<file path="src/tawc_pkg.sv">
// Shared types and constants for the three-axis average with calibration.
// Holds the request and result structs, the queue entry type and LED codes.
// No dependencies.
package tawc_pkg;

    localparam int SAMPLE_BITS  = 10;
    localparam int WINDOW_DEPTH = 8;
    localparam int WIN_AW       = $clog2(WINDOW_DEPTH);
    localparam int SUM_BITS     = SAMPLE_BITS + WIN_AW;
    localparam int STEP_BITS    = 3;
    localparam int AXES         = 3;
    localparam int AXIS_AW      = 2;

    localparam logic [STEP_BITS-1:0] FINAL_STEP = 3'd6;

    // request kinds
    localparam logic CMD_SAMPLE = 1'b0;
    localparam logic CMD_PRESS  = 1'b1;

    // LED prompt codes per calibration step
    localparam logic [7:0] LED_MAX_X = 8'h08;
    localparam logic [7:0] LED_MIN_X = 8'h02;
    localparam logic [7:0] LED_MAX_Y = 8'h20;
    localparam logic [7:0] LED_MIN_Y = 8'hAA;
    localparam logic [7:0] LED_MAX_Z = 8'h55;
    localparam logic [7:0] LED_MIN_Z = 8'h00;

    typedef logic [SAMPLE_BITS-1:0] sample_t;
    typedef logic [SUM_BITS-1:0]    sum_t;
    typedef logic [STEP_BITS-1:0]   step_t;

    typedef struct packed {
        logic    command;
        sample_t x_sample;
        sample_t y_sample;
        sample_t z_sample;
    } item_t;

    typedef struct packed {
        sample_t     x_average;
        sample_t     y_average;
        sample_t     z_average;
        sample_t     x_offset;
        sample_t     y_offset;
        sample_t     z_offset;
        logic [7:0]  led_status;
        step_t       calibration_step;
        logic        calibration_done;
    } result_t;

    // one queued operation between front and back
    typedef struct packed {
        logic    is_press;
        sample_t x_val;
        sample_t y_val;
        sample_t z_val;
    } op_t;

    function automatic logic [7:0] led_code(input step_t step);
        logic [7:0] code;
        case (step)
            3'd0:    code = LED_MAX_X;
            3'd1:    code = LED_MIN_X;
            3'd2:    code = LED_MAX_Y;
            3'd3:    code = LED_MIN_Y;
            3'd4:    code = LED_MAX_Z;
            3'd5:    code = LED_MIN_Z;
            default: code = LED_MIN_Z;
        endcase
        return code;
    endfunction

endpackage

</file>
<file path="src/tawc_front.sv">
// Front end: accepts requests, classifies them and queues them for the back end.
// Two-entry queue lets the input side and the back end stall independently.
// Depends on tawc_pkg.
module tawc_front (
    input  logic            clk,
    input  logic            rst_n,
    input  logic            item_valid,
    output logic            item_stall,
    input  tawc_pkg::item_t item,
    output logic            op_valid,
    input  logic            op_ready,
    output tawc_pkg::op_t   op
);

    localparam int QDEPTH = 2;

    tawc_pkg::op_t slot_reg [QDEPTH];
    logic          wr_ptr_reg, wr_ptr_next;
    logic          rd_ptr_reg, rd_ptr_next;
    logic [1:0]    count_reg, count_next;
    logic          push, pop;
    tawc_pkg::op_t op_in;

    // drop sample fields on a press so the back end never sees stale data
    always_comb
    begin
        op_in.is_press = (item.command == tawc_pkg::CMD_PRESS);
        if (op_in.is_press)
        begin
            op_in.x_val = '0;
            op_in.y_val = '0;
            op_in.z_val = '0;
        end
        else
        begin
            op_in.x_val = item.x_sample;
            op_in.y_val = item.y_sample;
            op_in.z_val = item.z_sample;
        end
    end

    assign item_stall = (count_reg == 2'(QDEPTH));
    assign push       = item_valid && !item_stall;
    assign op_valid   = (count_reg != 2'd0);
    assign pop        = op_valid && op_ready;
    assign op         = slot_reg[rd_ptr_reg];

    always_comb
    begin
        wr_ptr_next = push ? ~wr_ptr_reg : wr_ptr_reg;
        rd_ptr_next = pop  ? ~rd_ptr_reg : rd_ptr_reg;
        count_next  = count_reg + {1'b0, push} - {1'b0, pop};
    end

    always_ff @(posedge clk or negedge rst_n)
    begin
        if (!rst_n)
        begin
            wr_ptr_reg <= 1'b0;
            rd_ptr_reg <= 1'b0;
            count_reg  <= 2'd0;
        end
        else
        begin
            wr_ptr_reg <= wr_ptr_next;
            rd_ptr_reg <= rd_ptr_next;
            count_reg  <= count_next;
        end
    end

    always_ff @(posedge clk)
    begin
        if (push)
        begin
            slot_reg[wr_ptr_reg] <= op_in;
        end
    end

endmodule

</file>
<file path="src/tawc_back.sv">
// Back end: runs the moving-average filter and the calibration sequence.
// Holds the window, running sums, calibration state and the result register.
// Depends on tawc_pkg.
module tawc_back (
    input  logic                clk,
    input  logic                rst_n,
    input  logic                op_valid,
    output logic                op_ready,
    input  tawc_pkg::op_t       op,
    output logic                result_valid,
    input  logic                result_stall,
    output tawc_pkg::result_t   result
);

    localparam int WD = tawc_pkg::WINDOW_DEPTH;
    localparam int AW = tawc_pkg::WIN_AW;
    localparam int SB = tawc_pkg::SAMPLE_BITS;
    localparam int NA = tawc_pkg::AXES;

    tawc_pkg::sample_t x_win_reg [WD];
    tawc_pkg::sample_t y_win_reg [WD];
    tawc_pkg::sample_t z_win_reg [WD];
    tawc_pkg::sum_t    sum_reg   [NA];
    tawc_pkg::sum_t    sum_next  [NA];
    logic [AW-1:0]     pos_reg, pos_next;

    tawc_pkg::sample_t max_reg [NA];
    tawc_pkg::sample_t min_reg [NA];
    tawc_pkg::sample_t off_reg [NA];
    tawc_pkg::sample_t max_next [NA];
    tawc_pkg::sample_t min_next [NA];
    tawc_pkg::sample_t off_next [NA];
    tawc_pkg::sample_t avg [NA];
    tawc_pkg::step_t   step_reg, step_next;
    logic [7:0]        led_reg, led_next;

    logic                 result_valid_reg;
    tawc_pkg::result_t    result_reg, result_next;
    logic                 fire;
    logic                 do_sample;
    logic                 do_cal;
    logic [tawc_pkg::AXIS_AW-1:0] axis;
    logic [SB:0]          mid_sum;

    assign op_ready     = !result_valid_reg || !result_stall;
    assign fire         = op_valid && op_ready;
    assign do_sample    = fire && !op.is_press;
    assign do_cal       = fire && op.is_press && (step_reg < tawc_pkg::FINAL_STEP);
    assign result_valid = result_valid_reg;
    assign result       = result_reg;

    always_comb
    begin
        for (int a = 0; a < NA; a++)
        begin
            avg[a] = sum_reg[a][tawc_pkg::SUM_BITS-1:AW];
        end
        axis = step_reg[tawc_pkg::STEP_BITS-1:1];

        // sum += new - replaced; stays within range since the window is exact
        sum_next[0] = sum_reg[0] + tawc_pkg::sum_t'(op.x_val) - tawc_pkg::sum_t'(x_win_reg[pos_reg]);
        sum_next[1] = sum_reg[1] + tawc_pkg::sum_t'(op.y_val) - tawc_pkg::sum_t'(y_win_reg[pos_reg]);
        sum_next[2] = sum_reg[2] + tawc_pkg::sum_t'(op.z_val) - tawc_pkg::sum_t'(z_win_reg[pos_reg]);
        if (!do_sample)
        begin
            for (int a = 0; a < NA; a++)
            begin
                sum_next[a] = sum_reg[a];
            end
        end
        if (do_sample)
        begin
            pos_next = (pos_reg == AW'(WD - 1)) ? '0 : pos_reg + 1'b1;
        end
        else
        begin
            pos_next = pos_reg;
        end

        for (int a = 0; a < NA; a++)
        begin
            max_next[a] = max_reg[a];
            min_next[a] = min_reg[a];
            off_next[a] = off_reg[a];
        end
        step_next = step_reg;
        led_next  = led_reg;
        mid_sum   = {1'b0, max_reg[axis]} + {1'b0, avg[axis]};
        if (do_cal)
        begin
            if (step_reg[0] == 1'b0)
            begin
                max_next[axis] = avg[axis];
            end
            else
            begin
                min_next[axis] = avg[axis];
                off_next[axis] = mid_sum[SB:1];
            end
            led_next  = tawc_pkg::led_code(step_reg);
            step_next = step_reg + 1'b1;
        end

        result_next.x_average        = sum_next[0][tawc_pkg::SUM_BITS-1:AW];
        result_next.y_average        = sum_next[1][tawc_pkg::SUM_BITS-1:AW];
        result_next.z_average        = sum_next[2][tawc_pkg::SUM_BITS-1:AW];
        result_next.x_offset         = off_next[0];
        result_next.y_offset         = off_next[1];
        result_next.z_offset         = off_next[2];
        result_next.led_status       = led_next;
        result_next.calibration_step = step_next;
        result_next.calibration_done = (step_next >= tawc_pkg::FINAL_STEP);
    end

    always_ff @(posedge clk or negedge rst_n)
    begin
        if (!rst_n)
        begin
            for (int i = 0; i < WD; i++)
            begin
                x_win_reg[i] <= '0;
                y_win_reg[i] <= '0;
                z_win_reg[i] <= '0;
            end
            for (int a = 0; a < NA; a++)
            begin
                sum_reg[a] <= '0;
                max_reg[a] <= '0;
                min_reg[a] <= '0;
                off_reg[a] <= '0;
            end
            pos_reg          <= '0;
            step_reg         <= '0;
            led_reg          <= '0;
            result_valid_reg <= 1'b0;
        end
        else
        begin
            if (do_sample)
            begin
                x_win_reg[pos_reg] <= op.x_val;
                y_win_reg[pos_reg] <= op.y_val;
                z_win_reg[pos_reg] <= op.z_val;
            end
            for (int a = 0; a < NA; a++)
            begin
                sum_reg[a] <= sum_next[a];
                max_reg[a] <= max_next[a];
                min_reg[a] <= min_next[a];
                off_reg[a] <= off_next[a];
            end
            pos_reg  <= pos_next;
            step_reg <= step_next;
            led_reg  <= led_next;
            if (fire)
            begin
                result_valid_reg <= 1'b1;
            end
            else if (!result_stall)
            begin
                result_valid_reg <= 1'b0;
            end
        end
    end

    // hold the result while stalled, load on every executed request
    always_ff @(posedge clk)
    begin
        if (fire)
        begin
            result_reg <= result_next;
        end
    end

endmodule

</file>
<file path="src/three_axis_average_with_calibration.sv">
// Three-axis eight-sample moving average with six-step calibration.
// The request passes through the queue and then the result register; a result stall holds it.
// Throughput: one request per cycle unless the result side stalls; the running-sum update
// and a calibration step are each combinational. A two-entry queue decouples the input stall.
// Reset clears windows, sums, calibration state and the queue; no clearing pass.
module three_axis_average_with_calibration (
    input  logic                clk,
    input  logic                rst_n,
    input  logic                item_valid,
    output logic                item_stall,
    input  tawc_pkg::item_t     item,
    output logic                result_valid,
    input  logic                result_stall,
    output tawc_pkg::result_t   result
);

    logic          op_valid;
    logic          op_ready;
    tawc_pkg::op_t op;

    tawc_front u_front (
        .clk        (clk),
        .rst_n      (rst_n),
        .item_valid (item_valid),
        .item_stall (item_stall),
        .item       (item),
        .op_valid   (op_valid),
        .op_ready   (op_ready),
        .op         (op)
    );

    tawc_back u_back (
        .clk          (clk),
        .rst_n        (rst_n),
        .op_valid     (op_valid),
        .op_ready     (op_ready),
        .op           (op),
        .result_valid (result_valid),
        .result_stall (result_stall),
        .result       (result)
    );

endmodule

</file>
<file path="config.mk">
export PLATFORM = sky130hd
export DESIGN_NAME = three_axis_average_with_calibration
export DESIGN_NICKNAME = d
export VERILOG_FILES = /design/src/tawc_pkg.sv /design/src/tawc_front.sv /design/src/tawc_back.sv /design/src/three_axis_average_with_calibration.sv
export SDC_FILE = /design/constraint.sdc
export NUM_CORES = 1
export LEC_CHECK = 0
export BUFFER_PORTS_ARGS = -buffer_cell sky130_fd_sc_hd__buf_2
export CORE_MARGIN = 3
export CORE_UTILIZATION = 45
export CTS_CLUSTER_SIZE = 25
export DETAILED_ROUTE_END_ITERATION = 8
export GPL_TIMING_DRIVEN = 0
export SLEW_MARGIN = 10
export SYNTH_ARGS = -nofsm -noshare
export SYNTH_HDL_FRONTEND = slang
export SYNTH_HIERARCHICAL = 1
export SYNTH_SLANG_ARGS = --single-unit
</file>
<file path="constraint.sdc">
create_clock -name clk -period 7.9 [get_ports clk]
set_input_delay 0 -clock clk [delete_from_list [all_inputs] [get_ports clk]]
set_output_delay 0 -clock clk [all_outputs]
set_load 0.02 [all_outputs]
</file>
* After elaboration in Yosys (flattened, before gate mapping)
Memories as Yosys holds them, arrays and structs flattened.
Index checks and enable logic that the tools add are counted.
** Cells by class
- Add/subtract/negate cells :: 11
- Magnitude comparators :: 6
- Equal/unequal tests :: 7
- Muxes and demuxes :: 36
- Bitwise logic cells :: 5
- Reductions and logical operators :: 15
** Operators with widths (count)
- 80-bit bitwise mux :: 3
- 10-bit two-way mux :: 12
- 10-bit binary-select mux with 3-bit select :: 3
- 30-bit two-way mux :: 3
- 30-bit bitwise mux :: 2
- 10-bit binary-select mux with 2-bit select :: 2
- 8-bit case mux with 5 select lines :: 1
- 13-bit by 10-bit adder with 13-bit output :: 3
- 39-bit two-way mux :: 1
- 13-bit by 10-bit subtractor with 13-bit output :: 3
- 10-bit demux with 3-bit select :: 1
- 10-bit demux with 2-bit select :: 1
- 10-bit by 10-bit adder with 11-bit output :: 1
- 8-bit two-way mux :: 1
- 1-bit logical AND :: 7
- 3-bit by 1-bit adder with 3-bit output (second input constant) :: 2
- 3-bit by 2-bit equality test with 1-bit output (second input constant) :: 2
- 3-bit equality test (second input constant) :: 2
- 3-bit >= comparator (second input constant) :: 2
- 3-bit two-way mux :: 2
- 4-bit >= comparator (second input constant) :: 1
- 1-bit logical NOT :: 4
- 4-bit by 1-bit less-than comparator with 1-bit output (second input constant) :: 1
- 1-bit two-way mux :: 4
- other kinds (14) :: 16
** Word-level totals
- Register bits after elaboration :: 430
- RAM bits :: 62
- Input bits :: 35
- Word-level logic and storage cells :: 133
- Memories kept :: 1
** Memory list
- u_front.slot_reg :: depth 2, bits a word 31, rd ports 1, clocked after memory_dff 0, wr ports 1, line tawc_front.sv:17 : tawc_pkg::op_t slot_reg [QDEPTH];

* Logic depth before layout (Yosys ltp)
Gate-level depths: netlist of run 1.
- Word-level depth :: 8
- Mapped depth :: 18
- Depth with buffers taken out :: 16

* Cells and area by module
The synthesis of run 1 kept the hierarchy.
** Modules (own cells, without submodules)
- tawc_back :: instances 1, cells an instance 1792, area an instance 20419.6 um^2, sequential area each 11020.6 um^2
- tawc_front :: instances 1, cells an instance 148, area an instance 2768.9 um^2, sequential area each 1961.9 um^2

* Worst setup path before layout of run 1
No wires, ideal clock.
- Kind :: reg2reg
- Start point :: register u_back.pos_reg[2]
- End point :: register u_back.result_reg (netlist bit u_back/result[51]), data pin
- Data arrival time :: 3.890 ns
- Required time :: 7.632 ns
- Slack :: 3.742 ns
- Stages on the path, launching flop included :: 16
- Period minus slack after synthesis :: 4.158 ns
- Path through :: dfrtp_1 clkbuf_1 buf_1 mux2i_1 o21ai_0 a222oi_1 o21ai_0 fa_1 inv_1 ha_1 nor2b_1 o31a_1 o21a_1 a2111o_1 a31oi_1 xor2_1
** RTL lines
- start, declared :: line tawc_back.sv:25 : logic [AW-1:0] pos_reg, pos_next;
- start signal, assigned :: line tawc_back.sv:152 : pos_reg <= pos_next;
- end signal, assigned :: line tawc_back.sv:171 : result_reg <= result_next;
- end, declared :: line tawc_back.sv:38 : tawc_pkg::result_t result_reg, result_next;

==> results of run 1 <==
-- what timing repair did --
| item | 4_1_cts | 5_1_grt |
|---|---|---|
| hold buffers | 34 | 0 |
| buffers inserted | 0 | 0 |
| hold endpoints to repair | 164 | 0 |
-- worst max path at each step --
stage | start | to | slack [ns] | depth (start not counted)
after floorplan | u_back/pos_reg[2] | u_back/result[51] | 3.74 | 15
after global placement | rst_n | u_back/z_win_reg[72] | -0.24 | 1
after detailed placement | u_back/pos_reg[2] | u_back/result[49] | 2.33 | 16
after CTS | u_back/pos_reg[0] | u_back/result[49] | 2.29 | 13
after global routing | u_back/pos_reg[0] | u_back/result[59] | 1.95 | 13
final | u_back/pos_reg[0] | u_back/result[59] | 2.10 | 13
-- worst max-delay path: cells and delay by family (launching register included) --
family                   cells  cell delay, ns
adder cells (fa/ha/maj)      2            0.83
flip-flops                   1            0.47
XOR/XNOR                     1            0.15
AND/OR/NAND/NOR              2            1.05
buffers and inverters        3            1.35
AO/OA/AOI/OAI                5            1.65
-- metrics by stage --
step / hold slack, ns / cell area [µm²] / setup WS [ns] / std cells
after floorplan: -0.296 / 23200 / 3.74 / 1940
after global placement: 0.238 / 24600 / -0.236 / 2720
after detailed placement: 0.110 / 24700 / 2.33 / 2725
after CTS: 0.0554 / 26800 / 2.29 / 2859
after global routing: 0.119 / 26800 / 1.95 / 2859
final: 0.0417 / 26800 / 2.10 / 2859
-- cell usage in the layout (no fill, tap or decap), types with 11 or more instances in the layout --
cell and count:
o21ai_0 239, a21oi_1 48, nand2b_1 16, mux4_2 21, dfrtp_1 358, buf_2 126, o21a_1 11, dlygate4sd3_1 34
nand3_1 21, clkbuf_16 55, mux2i_1 51, clkinv_1 12, mux2_2 184, xor2_1 21, ha_1 58, nor2_1 45
edfxtp_1 134, xnor2_1 14, fa_1 31, clkbuf_1 70, mux2_4 29, nor2b_1 36, nand2_1 242, nor3_1 12
buf_1 18, inv_1 140, a22oi_1 15
-- area by class of cell --
class	count	share of cell area (%)
sequential	492	48.5
multi-input combinational	1212	34.7
clock buffer	76	5.58
timing repair buffer	147	3.81
tap	672	3.14
inverter	142	1.99
buffer	94	1.52
clock inverter	24	0.832
-- power by group through the flow --
stage	combinational [µW]	sequential (µW)	clock, µW
floorplan	4970	4180	0
global route	7960	4210	2610
finish	7180	4120	2440
detailed placement	7090	4150	0
global placement	6900	4130	0
CTS	7130	4110	2500
-- per-layer routing --
layer	track usage, %	wire (µm)	up-vias
met5	0	0	-
met4	9.01	2420	0
met3	3.86	4030	136
met2	38.6	30000	568
met1	32.0	27100	7931
li1	-	-	7220
-- cells by family after synthesis --
group / synth area share, %
AOI/OAI and AO/OA: 10.1
xor gates and xnor gates: 1.32
adders and majority gates: 5.81
buffers and inverters: 4.05
DFF: 56.0
muxes: 15.2
and+or+nand+nor: 7.58
==> results.md, run 1 <==
* Total global routing overflow at 0
* Most frequent CP cell: o21ai_0
* Synthesized flop and latch total at approximately 490
* Syn Inst Count at 1940
* Critical path peak fanout at 10
* Clock sinks at 492
* Final Wtd Congestion at 0.894
* CP Class: reg2reg
* Sequential power share at 30.0%
* Crit path cell chain: buf_1 -> buf_1 -> nor2_1 -> a222oi_1 -> o21ai_0 -> fa_1 -> inv_1 -> ha_1 -> or4_1 -> o22ai_1 -> o21ai_0 -> xnor2_1 -> o21ai_0
* Seq. cell area at 13000 µm²
* PwrDens at 513 nW/µm²
* CTS Buf Count at 54
* Final setup vio count at 0
* Post-synth EDFFs at 134
* Syn nets at 2064
* Worst-margin pin slew at 1.26 ns
* Multi-input logic area at 9280 µm²
* Skew-Pair Late Insertion Delay at 0.63 ns
* Top-count cell post-synth: dfrtp_1
* Worst min path class: in2async
* Reg2Reg Setup Slack at roughly 2.1 ns
* Clock network power share at 17.8%
* Fill count at ~4400
* Peak supply drop at 0.218 mV
* Final min period at 5.80 ns
* Leak at 0.0121 µW
* CTS HTree Levels at 2
* Post-CTS sizing at 0
* Final clock skew at 0.0423 ns
* CTS clock-pin slew for the worst setup and hold paths at 0.06 ns
* Num rows at 82
* Net count reported at finish at around 2300
* Status: complete, no violations
* Clk root buf: clkbuf_16
* Total Power at 13700 µW
* R2r startpoint: u_back/pos_reg[0]
* Final Hold Vio Count at 0
* Slowest Stage Delay on Critical Path at approximately 0.70 ns
* Largest net degree at the start of global routing at 99
* CTS tree: built
* Switching fraction of total power at 42.3%
* Comb pwr share at 52.3%
* R2R depth at 13
* WP data arrival at 6.13 ns
* Max Root-Sink Buffers at 3
* Port Buffers at 108
* Internal power at 7920 µW
* Core region area at around 51000 µm²
* Number of global-route vias before repair at 16000
* I/O pin total at about 110
* Slew Limit Fails at 0
* Placed wire-length estimate at 44900 µm
* Synthesized cell area at 23200 µm²
* Worst Setup End Kind: register
* Fin crit share at 73.4%
* Die X at 233 µm
* Area leader, netlist: dfrtp_1
* Overall routed net length at between 60000 and 70000 µm
* Synth warn at 6
* Setup TNS at 0 ns
* Routed vias at between 15000 and 20000
* Antenna violations before repair at 0
* Fmax at 172 MHz
* Wire per inst at 22.2 µm
* Area Overhead vs Synth at 15.5%
* Die ar. at 54300 µm²
* Avg Inst Size Synth at 12.0 µm²
* Total track usage at a little under a quarter
* NetSw at 5820 µW
* Router iterations before antenna repair at 6
* DRC viols at 0
* Synth async-reset ratio at 72.8%
* Leading post-synthesis cells by cell area: dfrtp_1 (39%), edfxtp_1 (17%), mux2_2 (8.9%)
* Final core utilization at 53.0%
* Critical R2R Capture: u_back/result[59]
* First-pass GRT wire length at 96800 µm
* Total of max-cap violations at 0
* CP startpoint kind: register
* Via/cell ratio at ~5.5
* Seq/Total Area, Yosys at 56.0%
* Slowest cell on the critical path: buf_1
* Starting density of the core at between 40% and 50%
* # diodes at 0
* CP required at 8.23 ns
* Remaining antenna violation count at 0
* Slew HR at 16.0%
* Die Y at 233 µm
* Share of post-route cells with drive strength above 1 at 20.7%
* Unrepaired setup endpoints after global routing: false
* Top-area cell type share of the netlist area at 38.6%
* Post-synth top cells: dfrtp_1 (358), nand2_1 (242), o21ai_0 (239)
* DR iter-0 viols at 1376
* Main synth FF type: dfrtp_1
* Distinct cells, synth at 60
Note: power is estimated with default switching activity, not from simulation.
==> run 2: changes to the inputs <==
--- a/config.mk
+++ b/config.mk
@@ -5,6 +5,7 @@
 export SDC_FILE = /design/constraint.sdc
 export NUM_CORES = 1
 export LEC_CHECK = 0
+export ABC_AREA = 1
 export BUFFER_PORTS_ARGS = -buffer_cell sky130_fd_sc_hd__buf_2
 export CORE_MARGIN = 3
 export CORE_UTILIZATION = 45
==> constraint.sdc (replaced) <==
create_clock -name clk -period 5.25 [get_ports clk]
set_input_delay 0 -clock clk [delete_from_list [all_inputs] [get_ports clk]]
set_output_delay 0 -clock clk [all_outputs]
set_load 0.02 [all_outputs]
==> run 2 against run 1 <==
  * Global-route usage up 1.3 points
  * Routed wire length is 6.3% higher
  * First-iteration DRC count increased by 27%
  * Synthesized cell count increased by 28%
  * Cell count is 19% higher
  * Hold slack worse by 0.034 ns
  * Area after synthesis hardly changed
==> results.md, run 2 <==
* Status: complete, no violations
* DRC viols at 0
* Starting density of the core at 45.9%
* Critical path peak fanout at 10
* Synth warn at 6
* Placed wire-length estimate at 49700 µm
* Clk root buf: clkbuf_16
* Post-synth top cells: nand2_1 (524), inv_1 (379), dfrtp_1 (358)
* CTS Buf Count at 53
* Post-Layout Cell Count at 3406
* Total track usage at 25.0%
* Top-area cell type share of the netlist area at 38.7%
* Final setup vio count at 0
* Fin crit share at about nine tenths
* I/O pin total at 109
* Number of setup buffers added after CTS at 0
* Final Wtd Congestion at 0.918
* Worst min path class: in2async
* Hold Slack at 0.00740 ns
* First-pass GRT wire length at about 100000 µm
* Total of max-cap violations at 0
* # diodes at 0
* WP data arrival at about 5.1 ns
* Share of post-route cells with drive strength above 1 at 11.3%
* Unrepaired setup endpoints after global routing: false
* Final Hold Vio Count at 0
* Largest net degree at the start of global routing at 109
* Total global routing overflow at 0
* CTS clock-pin slew for the worst setup and hold paths at 0.06 ns
* Antenna violations before repair at 0
* Router iterations before antenna repair at 6
* Main synth FF type: dfrtp_1
* Synthesized cell area at 23200 µm²
* Die ar. at 54300 µm²
* Net count reported at finish at around 2800
* Most common cell after layout, fill and taps aside: nand2_1
* Area leader, netlist: dfrtp_1
* Wire per inst at 19.8 µm
* Seq/Total Area, Yosys at 56.0%
* Die Y at 233 µm
* Max Root-Sink Buffers at 3
* Clock sinks at about 490
* Synth async-reset ratio at 72.8%
* Top-count cell post-synth: nand2_1
* Remaining antenna violation count at 0
* Area Overhead vs Synth at 15.4%
* Die X at 233 µm
* Dpl cells at 3271
* CP startpoint kind: register
* Reg2Reg Setup Slack at around 0.46 ns
* Distinct cells, synth at 47
* Fill count at 4652
* Fmax at 209 MHz
* Slew HR at 23.6%
* Most frequent cells in the layout: nand2_1 (524), inv_1 (377), dfrtp_1 (358), o21ai_0 (204), nor2_1 (200)
* Slew Limit Fails at 0
* Number of global-route vias before repair at 17700
* Avg Inst Size Synth at 9.32 µm²
* Skew-Pair Late Insertion Delay at 0.62 ns
* Port Buffers at 108
* CTS HTree Levels at 2
* CP required at 5.58 ns
* Syn nets at 2610
* CTS tree: built
* Core region area at 50500 µm²
* Syn Inst Count at 2486
* Via/cell ratio at roughly 5.3
* DR iter-0 viols at approximately 1700
* CP Class: reg2reg
* Num rows at roughly 80
* Overall routed net length at 67500 µm
* Leading post-synthesis cells by cell area: dfrtp_1 (39%), edfxtp_1 (17%), nand2_1 (8.5%)
* Post-synth EDFFs at 134
* Final clock skew at 0.0216 ns
* Synthesized flop and latch total at 492
* Routed vias at 18200
* Worst Setup End Kind: register
* Final min period at between 4 and 5 ns
* Worst-margin pin slew at 1.14 ns
## run 2: cell count changes after synthesis, moves of 35 or more
cell     before  now
nand2_1     242  524
inv_1       140  379
nor2_1       46  201
mux2_2      184   30
a21oi_1      48  160
nand3_1      21   82
mux2i_1      51    0
o22ai_1       9   55
nor2b_1      36    0
o21ai_0     239  204
## run 2: logic make-up after synthesis
family,Yosys count,synth area share [%]
and+or+nand+nor,866,15.3
AOI/OAI and AO/OA,509,12.4
DFF,492,56.0
buffers and inverters,485,8.48
adders and majority gates,89,5.81
muxes,30,1.46
xor gates and xnor gates,15,0.567
## run 2: final timing paths
path / start / end / depth (start not counted)
max reg2reg: u_back/pos_reg[0] / u_back/result[48] / 17
min in group clk: item[30] / u_front/slot_reg[1][30] / 2
min: rst_n / u_back/sum_reg[27] / 3
min reg2reg: u_back/off_reg[17] / u_back/off_reg[17] / 2
max: u_back/pos_reg[0] / u_back/result[48] / 17
max in group asynchronous: rst_n / u_back/y_win_reg[16] / 4
## run 2: metrics by stage
stage,area [µm²],setup TNS [ns],setup slack (ns),util [%]
6_report,26800,0,0.457,53.0
3_3_place_gp,24600,-1062.37,-3.01,48.6
3_5_place_dp,24700,0,0.651,48.9
5_1_grt,26800,0,0.239,53.0
2_1_floorplan,23200,0,1.28,-
4_1_cts,26800,0,0.619,53.0
## run 2: metal layers
metal	global-route usage (%)	wire length, µm	vias to the layer above
met3	3.86	4880	163
met2	40.9	31800	726
met1	33.9	28500	8793
li1	-	-	8530
met5	0	0	-
met4	9.14	2390	0
## run 2: final cells by class
cell class / count / area [µm²] / area share (%)
Timing Repair Buffer: 148 / 1050 / 3.92
Clock inverter: 18 / 160 / 0.599
Tap cell: 672 / 841 / 3.14
Buffer: 95 / 494 / 1.85
Clock buffer: 82 / 1520 / 5.66
Sequential cell: 492 / 13000 / 48.5
Inverter: 390 / 1470 / 5.51
Multi-Input combinational cell: 1509 / 8240 / 30.8
## run 2: timing repair
action	CTS	global route
hold buffers	35	0
hold endpoints to repair	319	0
resized for setup	0	0
## run 2: critical path, cell delays in order (launching register included)
cell	delay (ns)
dfrtp_1	0.39
clkbuf_1	0.17
inv_2	0.14
nand3_1	0.38
inv_2	0.41
buf_1	0.71
a21oi_1	0.20
o211ai_1	0.27
fa_1	0.50
inv_1	0.07
ha_1	0.26
nand2_1	0.12
nor2_1	0.06
o21ai_0	0.27
nand3_1	0.12
nand2_1	0.08
nand3_1	0.08
o21ai_0	0.25
Power of run 2 is left out: the tool's default activity adds up to more than one toggle a clock period on the data nets, which glitch-free logic cannot reach.
